### src/rtl/core/sha1bc_pkg.sv
// Package for the SHA-1 block compression engine.
// Holds the transaction types, queue sizing, round constants and round helpers.
// No dependencies.
package sha1bc_pkg;

	localparam int WORDS_PER_BLOCK = 16;
	localparam int ROUNDS          = 80;
	localparam int DIGEST_WORDS    = 5;
	localparam int QUEUE_DEPTH     = 4;
	localparam int QPTR_W          = $clog2(QUEUE_DEPTH);
	localparam int QCNT_W          = QPTR_W + 1;

	localparam logic [6:0] LAST_ROUND = 7'(ROUNDS - 1);
	localparam logic [2:0] LAST_DIGEST = 3'(DIGEST_WORDS - 1);
	localparam logic [3:0] LAST_WORD_POS = 4'(WORDS_PER_BLOCK - 1);

	// Round group boundaries
	localparam logic [6:0] ROUND_B1 = 7'd20;
	localparam logic [6:0] ROUND_B2 = 7'd40;
	localparam logic [6:0] ROUND_B3 = 7'd60;

	localparam logic [31:0] K0 = 32'h5a827999;
	localparam logic [31:0] K1 = 32'h6ed9eba1;
	localparam logic [31:0] K2 = 32'h8f1bbcdc;
	localparam logic [31:0] K3 = 32'hca62c1d6;

	localparam logic [31:0] IV [DIGEST_WORDS] = '{
		32'h67452301, 32'hefcdab89, 32'h98badcfe, 32'h10325476, 32'hc3d2e1f0
	};

	// Input transaction
	typedef struct packed {
		logic [31:0] message_word;
		logic        first_block;
		logic        final_block;
	} in_t;

	// Output transaction
	typedef struct packed {
		logic [31:0] digest_word;
		logic        last_word;
	} out_t;

	// Queue entry: one message word, classified by the front end
	typedef struct packed {
		logic [31:0] word;
		logic        blk_end;
		logic        first;
		logic        final_blk;
	} q_entry_t;

	// Queue status toward its neighbors
	typedef struct packed {
		logic full;
		logic empty;
	} q_status_t;

	function automatic logic [31:0] round_f(input logic [6:0] t, input logic [31:0] x,
		input logic [31:0] y, input logic [31:0] z);
		logic [31:0] r;
		if (t < ROUND_B1)
			r = (x & y) ^ (~x & z);
		else if (t < ROUND_B2)
			r = x ^ y ^ z;
		else if (t < ROUND_B3)
			r = (x & y) ^ (x & z) ^ (y & z);
		else
			r = x ^ y ^ z;
		return r;
	endfunction

	function automatic logic [31:0] round_k(input logic [6:0] t);
		logic [31:0] r;
		if (t < ROUND_B1)
			r = K0;
		else if (t < ROUND_B2)
			r = K1;
		else if (t < ROUND_B3)
			r = K2;
		else
			r = K3;
		return r;
	endfunction

endpackage

### src/rtl/core/sha1bc_front.sv
// Front end: accepts message words, tracks position in the block and the
// block flags, and pushes classified entries into the queue. Uses sha1bc_pkg.
module sha1bc_front import sha1bc_pkg::*; (
	input  logic      clk,
	input  logic      arst_n,
	input  logic      in_valid,
	output logic      in_ready,
	input  in_t       in_data,
	input  q_status_t q_status,
	output logic      push,
	output q_entry_t  push_entry
);

	logic [3:0] word_cnt_q;
	logic       first_q;
	logic       final_q;

	assign in_ready = !q_status.full;
	assign push     = in_valid && in_ready;

	// Classify the word; flags are ORed over the block
	always_comb begin
		push_entry.word      = in_data.message_word;
		push_entry.blk_end   = (word_cnt_q == LAST_WORD_POS);
		push_entry.first     = first_q | in_data.first_block;
		push_entry.final_blk = final_q | in_data.final_block;
	end

	always_ff @(posedge clk or negedge arst_n) begin
		if (!arst_n) begin
			word_cnt_q <= '0;
			first_q    <= 1'b0;
			final_q    <= 1'b0;
		end else if (push) begin
			word_cnt_q <= word_cnt_q + 4'd1;
			if (push_entry.blk_end) begin
				first_q <= 1'b0;
				final_q <= 1'b0;
			end else begin
				first_q <= push_entry.first;
				final_q <= push_entry.final_blk;
			end
		end
	end

endmodule

### src/rtl/core/sha1bc_fifo.sv
// Short register queue between front and back end.
// Uses sha1bc_pkg for entry type and depth.
module sha1bc_fifo import sha1bc_pkg::*; (
	input  logic      clk,
	input  logic      arst_n,
	input  logic      push,
	input  q_entry_t  push_entry,
	input  logic      pop,
	output q_entry_t  head,
	output q_status_t status
);

	q_entry_t          mem_q [QUEUE_DEPTH];
	logic [QPTR_W-1:0] wr_ptr_q;
	logic [QPTR_W-1:0] rd_ptr_q;
	logic [QCNT_W-1:0] count_q;

	assign head         = mem_q[rd_ptr_q];
	assign status.full  = (count_q == QCNT_W'(QUEUE_DEPTH));
	assign status.empty = (count_q == '0);

	function automatic logic [QPTR_W-1:0] next_ptr(input logic [QPTR_W-1:0] p);
		return (p == QPTR_W'(QUEUE_DEPTH - 1)) ? '0 : p + QPTR_W'(1);
	endfunction

	// Storage, no reset needed
	always_ff @(posedge clk) begin
		if (push)
			mem_q[wr_ptr_q] <= push_entry;
	end

	always_ff @(posedge clk or negedge arst_n) begin
		if (!arst_n) begin
			wr_ptr_q <= '0;
			rd_ptr_q <= '0;
			count_q  <= '0;
		end else begin
			if (push)
				wr_ptr_q <= next_ptr(wr_ptr_q);
			if (pop)
				rd_ptr_q <= next_ptr(rd_ptr_q);
			if (push && !pop)
				count_q <= count_q + QCNT_W'(1);
			else if (pop && !push)
				count_q <= count_q - QCNT_W'(1);
		end
	end

`ifndef ASSERT_OFF
	a_no_overflow: assert property (@(posedge clk) disable iff (!arst_n)
		!(push && status.full)) else $error("queue push while full");
	a_no_underflow: assert property (@(posedge clk) disable iff (!arst_n)
		!(pop && status.empty)) else $error("queue pop while empty");
	a_count_range: assert property (@(posedge clk) disable iff (!arst_n)
		count_q <= QCNT_W'(QUEUE_DEPTH)) else $error("queue count out of range");
`endif

endmodule

### src/rtl/core/sha1bc_back.sv
// Back end: loads the schedule window from the queue, runs 80 rounds at one
// per cycle, folds into the chaining value and emits the digest. Uses sha1bc_pkg.
module sha1bc_back import sha1bc_pkg::*; (
	input  logic      clk,
	input  logic      arst_n,
	input  q_entry_t  head,
	input  q_status_t q_status,
	output logic      pop,
	output logic      out_valid,
	input  logic      out_ready,
	output out_t      out_data
);

	typedef enum logic [3:0] {
		S_LOAD  = 4'b0001,
		S_ROUND = 4'b0010,
		S_ADD   = 4'b0100,
		S_OUT   = 4'b1000
	} state_t;

	state_t      state_q;
	logic [6:0]  round_q;
	logic [2:0]  out_idx_q;
	logic        final_q;
	logic        out_valid_q;
	out_t        out_q;
	logic [31:0] cv_q  [DIGEST_WORDS];
	logic [31:0] wv_q  [DIGEST_WORDS];
	logic [31:0] win_q [WORDS_PER_BLOCK];

	logic [31:0] w_next;
	logic [31:0] w_exp;
	logic [31:0] temp;
	logic        out_load;

	assign pop       = (state_q == S_LOAD) && !q_status.empty;
	assign out_load  = (state_q == S_OUT) && (!out_valid_q || out_ready);
	assign out_valid = out_valid_q;
	assign out_data  = out_q;

	// Schedule expansion and round datapath
	always_comb begin
		w_exp  = win_q[13] ^ win_q[8] ^ win_q[2] ^ win_q[0];
		w_next = {w_exp[30:0], w_exp[31]};
		temp   = {wv_q[0][26:0], wv_q[0][31:27]}
			+ round_f(round_q, wv_q[1], wv_q[2], wv_q[3])
			+ wv_q[4] + round_k(round_q) + win_q[0];
	end

	// Schedule window shift line
	always_ff @(posedge clk) begin
		if (pop || state_q == S_ROUND) begin
			for (int i = 0; i < WORDS_PER_BLOCK - 1; i++)
				win_q[i] <= win_q[i+1];
			win_q[WORDS_PER_BLOCK-1] <= pop ? head.word : w_next;
		end
	end

	// Working variables
	always_ff @(posedge clk) begin
		if (pop && head.blk_end) begin
			for (int i = 0; i < DIGEST_WORDS; i++)
				wv_q[i] <= head.first ? IV[i] : cv_q[i];
		end else if (state_q == S_ROUND) begin
			wv_q[4] <= wv_q[3];
			wv_q[3] <= wv_q[2];
			wv_q[2] <= {wv_q[1][1:0], wv_q[1][31:2]};
			wv_q[1] <= wv_q[0];
			wv_q[0] <= temp;
		end
	end

	// Output register
	always_ff @(posedge clk) begin
		if (out_load) begin
			out_q.digest_word <= cv_q[out_idx_q];
			out_q.last_word   <= (out_idx_q == LAST_DIGEST);
		end
	end

	// Control and chaining value
	always_ff @(posedge clk or negedge arst_n) begin
		if (!arst_n) begin
			state_q     <= S_LOAD;
			round_q     <= '0;
			out_idx_q   <= '0;
			final_q     <= 1'b0;
			out_valid_q <= 1'b0;
			for (int i = 0; i < DIGEST_WORDS; i++)
				cv_q[i] <= IV[i];
		end else begin
			if (out_load)
				out_valid_q <= 1'b1;
			else if (out_ready)
				out_valid_q <= 1'b0;
			unique case (state_q)
				S_LOAD: begin
					if (pop && head.blk_end) begin
						if (head.first) begin
							for (int i = 0; i < DIGEST_WORDS; i++)
								cv_q[i] <= IV[i];
						end
						final_q <= head.final_blk;
						round_q <= '0;
						state_q <= S_ROUND;
					end
				end
				S_ROUND: begin
					round_q <= round_q + 7'd1;
					if (round_q == LAST_ROUND)
						state_q <= S_ADD;
				end
				S_ADD: begin
					for (int i = 0; i < DIGEST_WORDS; i++)
						cv_q[i] <= cv_q[i] + wv_q[i];
					out_idx_q <= '0;
					state_q   <= final_q ? S_OUT : S_LOAD;
				end
				S_OUT: begin
					if (out_load) begin
						out_idx_q <= out_idx_q + 3'd1;
						if (out_idx_q == LAST_DIGEST)
							state_q <= S_LOAD;
					end
				end
				default: state_q <= S_LOAD;
			endcase
		end
	end

`ifndef ASSERT_OFF
	a_pop_only_loading: assert property (@(posedge clk) disable iff (!arst_n)
		pop |-> state_q == S_LOAD) else $error("queue popped outside load");
	a_round_bound: assert property (@(posedge clk) disable iff (!arst_n)
		state_q == S_ROUND |-> round_q <= LAST_ROUND) else $error("round index overrun");
	a_round_to_add: assert property (@(posedge clk) disable iff (!arst_n)
		(state_q == S_ROUND && round_q == LAST_ROUND) |=> state_q == S_ADD)
		else $error("compression did not finish after last round");
	a_last_idx: assert property (@(posedge clk) disable iff (!arst_n)
		out_load |-> out_idx_q <= LAST_DIGEST) else $error("digest index overrun");
`endif

endmodule

### src/rtl/core/sha1_block_compress.sv
// SHA-1 block compression engine, top level.
// Uses sha1bc_pkg, sha1bc_front, sha1bc_fifo and sha1bc_back.
//
// Usage: the input channel (in_valid/in_ready/in_data) takes padded message
// words, sixteen per 512-bit block; first_block on any word of a block reloads
// the initial chaining value, final_block on any word makes the engine emit
// the five digest words (H0 first, last_word on H4) on the output channel
// (out_valid/out_ready/out_data) after that block is compressed.
// The back end works on one block at a time: it loads the sixteen words from
// the queue, runs the rounds in the single round unit, folds the result into
// the chaining value and, for a final block, emits the digest words; it takes
// no words of the next block from the queue until all of this is done.
// A four-entry queue lets the front accept words while the back compresses.
// Reset (arst_n low) empties the queue, clears block position and flags and
// loads the standard initial chaining value. When the receiver stalls, the
// digest is held in the output register and the back end waits; the front
// keeps accepting until the queue fills.
module sha1_block_compress import sha1bc_pkg::*; (
	input  logic clk,
	input  logic arst_n,
	input  logic in_valid,
	output logic in_ready,
	input  in_t  in_data,
	output logic out_valid,
	input  logic out_ready,
	output out_t out_data
);

	q_status_t q_status;
	q_entry_t  push_entry;
	q_entry_t  head;
	logic      push;
	logic      pop;

	sha1bc_front u_front (
		.clk        (clk),
		.arst_n     (arst_n),
		.in_valid   (in_valid),
		.in_ready   (in_ready),
		.in_data    (in_data),
		.q_status   (q_status),
		.push       (push),
		.push_entry (push_entry)
	);

	sha1bc_fifo u_fifo (
		.clk        (clk),
		.arst_n     (arst_n),
		.push       (push),
		.push_entry (push_entry),
		.pop        (pop),
		.head       (head),
		.status     (q_status)
	);

	sha1bc_back u_back (
		.clk       (clk),
		.arst_n    (arst_n),
		.head      (head),
		.q_status  (q_status),
		.pop       (pop),
		.out_valid (out_valid),
		.out_ready (out_ready),
		.out_data  (out_data)
	);

endmodule
### config.mk
export PLATFORM = sky130hd
export DESIGN_NAME = sha1_block_compress
export DESIGN_NICKNAME = d
export VERILOG_FILES = /design/src/rtl/core/sha1bc_pkg.sv /design/src/rtl/core/sha1bc_front.sv /design/src/rtl/core/sha1bc_fifo.sv /design/src/rtl/core/sha1bc_back.sv /design/src/rtl/core/sha1_block_compress.sv
export SDC_FILE = /design/constraint.sdc
export NUM_CORES = 2
export LEC_CHECK = 0
export BUFFER_PORTS_ARGS = -buffer_cell sky130_fd_sc_hd__buf_4
export CORE_UTILIZATION = 40
export CTS_CLUSTER_DIAMETER = 100
export DETAILED_ROUTE_END_ITERATION = 10
export SYNTH_ARGS = -nofsm -noshare
export SYNTH_HDL_FRONTEND = slang
export SYNTH_SLANG_ARGS = --single-unit
### constraint.sdc
create_clock -name clk -period 17.7 [get_ports clk]
set_input_delay 1.77 -clock clk [delete_from_list [all_inputs] [get_ports clk]]
set_output_delay 1.77 -clock clk [all_outputs]
set_load 0.1 [all_outputs]
# Word level (Yosys, flattened, before mapping)
# Memories as Yosys holds them, arrays and structs flattened.
# Index checks and enable logic that the tools add are counted.
# op_classes
addsub	16
n_lt_le_gt_ge	4
n_eq_ne	15
muxes	50
bitwise	21
reduce_logical	24
# op_table
operator	n
2-to-1 mux 32 bit	18
2-to-1 mux 160 bit	2
case mux 160 bit (2 select lines)	1
adder 32 bit	9
XOR 32 bit	8
bitwise AND 32 bit	4
binary-select mux 32 bit (select 3 bit)	1
NOT 32 bit	1
2-to-1 mux 31 bit	1
2-to-1 mux 4 bit	5
case mux 4 bit (4 select lines)	1
less-than comparator 7 x 6 -> 1 bit (second input constant)	2
case mux 7 bit (2 select lines)	1
2-to-1 mux 1 bit	13
nonzero test 2 bit	5
2-to-1 mux 3 bit	3
equality test 4 bit (second input constant)	2
adder 7 x 1 -> 7 bit (second input constant)	1
equality test 7 bit (second input constant)	1
less-than comparator 7 x 5 -> 1 bit (second input constant)	1
2-to-1 mux 7 bit	1
OR 1 bit	7
adder 3 x 1 -> 3 bit (second input constant)	2
equality test 3 bit (second input constant)	2
20 further kinds	38
# totals
register_bits	222
ramBits	812
inputBits	38
elab_cells	151
n_memories	3
# mem_list
name	depth	word_bits	rd	rd_clocked_by_memory_dff	wr	line_no	source
u_back.win_q	16	32	16	0	16	sha1bc_back.sv:29	logic [31:0] win_q [WORDS_PER_BLOCK];
u_back.wv_q	5	32	5	0	5	sha1bc_back.sv:28	logic [31:0] wv_q [DIGEST_WORDS];
u_fifo.mem_q	4	35	1	0	1	sha1bc_fifo.sv:13	q_entry_t mem_q [QUEUE_DEPTH];

# Longest topological paths before layout
# An unclocked memory read counts as a cell.
# depth
depth_word	12
ltp_mapped	24
ltp_nobuf	23

# Hierarchy
# Synthesis repeated with hierarchy kept, for this count alone.
# hier_totals
hier_cells	3988
area_unflattened_um2	51142.8
# modules_own_cells
mod	n_inst	cells_per_inst	area_per_inst_um2
sha1bc_back	1	3712	45099.5
sha1bc_fifo	1	220	5521.5
sha1bc_front	1	56	521.8

# Least setup slack after synthesis
# No wires, ideal clock.
# synth_path
path_type	flip-flop to flip-flop
start	reg u_back.state_q[0]
end	mem u_back.win_q[0][0], enable pin
t_arrival_ps	9732
setup_slack_ps	4306
stages_incl_launch_ff	6
n_path_buf	3
synth_period_minus_slack_ps	13394
cell_sequence	dfstp_2 -> or4b_2 -> clkbuf_1 -> clkbuf_1 -> buf_1 -> nand2_1
# synth_rtl
element	line_no	source
start: declaration	sha1bc_back.sv:21	state_t state_q;
start signal: assignment	sha1bc_back.sv:117	state_q <= final_q ? S_OUT : S_LOAD;
end: declaration	sha1bc_back.sv:29	

==> flow_summary.yaml <==
synthesis:
  ys.flop_type: "edfxtp_1"
  synth_cells: 3965
  ys_ff_latch: 1034
  yosys_warnings: 0
  synth-edff-count: 845
  synth.distinct_cells: 84
  avgSynthCellArea_um2: 12.8
  synth_nets: 4330
  synthArstFlopShare_pct: 18.3
  seq_area_frac_synth_pct: 59.6
  syn_area_mm2: 0.0507
  synth.area.top_cells: "edfxtp_1 (50%), dfrtp_1 (5.3%), ha_1 (5.2%)"
  yosysTopAreaCellShare_pct: 50.1
  yosys.area.top_type: "edfxtp_1"
setup_path:
  cp.arrival_ns: 7.44
  r2r_setup_slack_ns: 10.69
  cp_cell_sequence: "a41oi_1 -> nand2_1 -> buf_4 -> inv_1 -> nor2_1 -> buf_4 -> inv_2 -> o21ai_0 -> fa_1 -> inv_1 -> fa_1 -> inv_1 -> fa_1 -> a21oi_1 -> o21bai_1 -> a2111oi_0 -> o211ai_1 -> nand3_1 -> a21oi_1 -> o31ai_1 -> o21ai_0 -> a21oi_1 -> xnor2_1 -> o22ai_1"
  r2r_end: "u_back.wv_q[0][31]$_DFFE_PP_"
  path_class: "flip-flop to flip-flop"
  slowest_delay_ns: 0.67
  reg2reg_depth: 24
  end_kind: "flip-flop"
  worstPathMaxFanout: 30
  r2r-start: "u_back.round_q[3]$_DFFE_PN0P_"
  worstPathRequired_ns: 18.13
  start_kind: "flip-flop"
  worst_path_max_delay_cell: "a2111oi_0"
min_path:
  hold_depth: 0
  holdPathEnd: "u_back.win_q[0][156]$_DFFE_PP_"
  hold_path.class: "flip-flop to flip-flop"
  min_from: "u_back.win_q[0][188]$_DFFE_PP_"
global_route:
  grt_antenna_before_repair: 2
  grt_max_degree: 221
  grt_pass1_wl_um: 190000
  track_usage_pct: 19.6
  grt_remaining_overflow: 0
  grt_pass1_vias: 30800
die:
  core_mm2: 0.126
  die_w_um: 358
  io_pins: 73
  die_height_um: 358
  die_area_mm2: 0.128
  initial_core_util_pct: 40.3
  row_count: 130
detailed_routing:
  drc: 0
  wl_per_cell_um: 21.5
  wl_um: 124000
  ant_nets: 0
  firstDrtPassIters: 5
  drtIter0Drc: 3092
  vias: 31300
  viasPerCell: 5.41
cts:
  cts.clk_slew.worst_paths_ns: 0.06
  post_cts_buffers: 0
  cts_tree: "built"
  cts_resized: 0
  cts_buffer_depth: 3
  cts_buffers: 108
  clk-insertion-delay-late_ns: 0.72
  htree_levels: 3
  ctsHoldBuffers: 0
  numClockSinks: 1034
  root_buffer: "clkbuf_16"
job:
  max_cap_violations: 0
final_layout:
  area_delta_synth_final_pct: 11.9
  drive_gt1_share_pct: 11.2
  seq_area_mm2: 0.0302
  fillers: 11400
  nets: 4403
  multi_input_area_mm2: 0.0188
sta:
  grt_setup_unrepaired: "no"
  hold_violations: 0
  fin_crit_sh_pct: 39.6
  maxSlewHeadroom_pct: 25.1
  max_freq_mhz: 143
  finalSetupTns_ns: 0
  worstMarginPinSlew_ns: 1.12
  final-setup-viol-count: 0
  maxSlewViolCount: 0
  min_period_ns: 7.01
  fin_worst_skew_ns: 0.0220
placement:
  port_buffers: 72
  dp_hpwl_um: 84100
  gp_congestion: 0.965
outcome:
  status: "finished clean"
layout make-up:
class,instances,share of cell area (%)
sequential,1034,53.3
inverter,322,2.14
antenna,1,0.00441
clock inverter,68,1.30
multi-input combinational,2470,33.1
timing repair buffer,102,1.43
clock buffer,134,5.08
tap,1650,3.64
cells in the mapped netlist (all sizes together), types with 5 or more instances:
library cell	number
o21ai	405
or3	10
nor3	26
xor2	91
a221oi	7
o21a	29
nand4	15
edfxtp	845
a21o	79
o21bai	36
clkbuf	114
nand2	397
nand2b	30
inv	321
dfstp	81
xnor2	188
nor2	175
nor2b	12
or2	10
and2	11
a221o	11
ha	209
mux2i	36
and3	26
mux4	66
a21oi	231
a31oi	14
fa	118
a32o	6
nand3	29
a31o	5
o22a	30
and4	10
buf	25
o211ai	9
o221ai	6
a211oi	18
o22ai	52
a22o	10
dfrtp	108
o31ai	8
per-stage QoR:
stage	cell area [µm²]	cells	util [%]	setup WS, ns	hold slack (ns)
floorplan	50700	3965	-	4.31	0.400
global placement	53100	5578	42.3	10.99	0.400
detailed placement	53100	5578	42.3	10.87	0.405
CTS	56700	5780	45.1	10.80	0.412
global route	56700	5780	45.1	10.26	0.416
finish	56700	5781	45.1	10.69	0.412
cells in the final DEF (no fill, tap or decap), drive strengths merged, types with 91 or more instances in the layout:
cell / instances
nor2: 175
inv: 324
fa: 118
a21oi: 231
dfrtp: 108
o21ai: 405
clkbuf: 135
nand2: 397
xor2: 91
xnor2: 188
ha: 209
edfxtp: 845
buf: 101
worst max-delay path by stage:
stage	from	to	slack (ns)	cells past startpoint
detailed placement	u_back.round_q[3]$_DFFE_PN0P_	u_back.wv_q[0][31]$_DFFE_PP_	10.87	24
global route	u_back.round_q[3]$_DFFE_PN0P_	u_back.wv_q[0][31]$_DFFE_PP_	10.26	24
CTS	u_back.round_q[3]$_DFFE_PN0P_	u_back.wv_q[0][31]$_DFFE_PP_	10.80	24
finish	u_back.round_q[3]$_DFFE_PN0P_	u_back.wv_q[0][31]$_DFFE_PP_	10.69	24
floorplan	u_back.state_q[0]$_DFFE_PN1P_	u_back.win_q[0][0]$_DFFE_PP_	4.31	5
global placement	u_back.round_q[5]$_DFFE_PN0P_	u_back.wv_q[0][31]$_DFFE_PP_	10.99	24
state kept, by name (all words and copies together) (netlist names), 2 cells and up:
signal,cells
u_back.win_q,512
u_fifo.count_q,3
u_back.round_q,7
u_back.cv_q,160
u_back.state_q,4
u_back.out_data,33
u_fifo.rd_ptr_q,2
u_front.word_cnt_q,4
u_back.out_idx_q,3
u_fifo.mem_q,140
u_back.wv_q,160
u_fifo.wr_ptr_q,2
cell families after synthesis:
group	count (synthesis)	synth area share, %
compound gates	991	11.9
xor+xnor	279	4.82
fa+ha+maj	327	9.83
buf+inv	461	3.42
flops	1034	59.6
mux	106	3.73
simple gates	767	6.66
worst max-delay path, delay by kind of cell (launching register included):
kind | cells | cell delay, ns
buffers and inverters | 6 | 1.22
AO/OA/AOI/OAI | 11 | 3.02
adder cells (fa/ha/maj) | 3 | 1.44
AND/OR/NAND/NOR | 3 | 0.39
XOR/XNOR | 1 | 0.14
flip-flops | 1 | 0.47
metal layers:
| layer | share of wire [%] | global-route usage, % | vias up |
|---|---|---|---|
| li1 | - | - | 14500 |
| met3 | 6.5 | 3.35 | 182 |
| met5 | 0 | 0 | - |
| met4 | 2.2 | 4.89 | 0 |
| met1 | 47 | 29.3 | 15500 |
| met2 | 44 | 29.5 | 1002 |
Power is not shown: default switching activity piles up to over one toggle a cycle in this logic, so the estimate is an artifact.
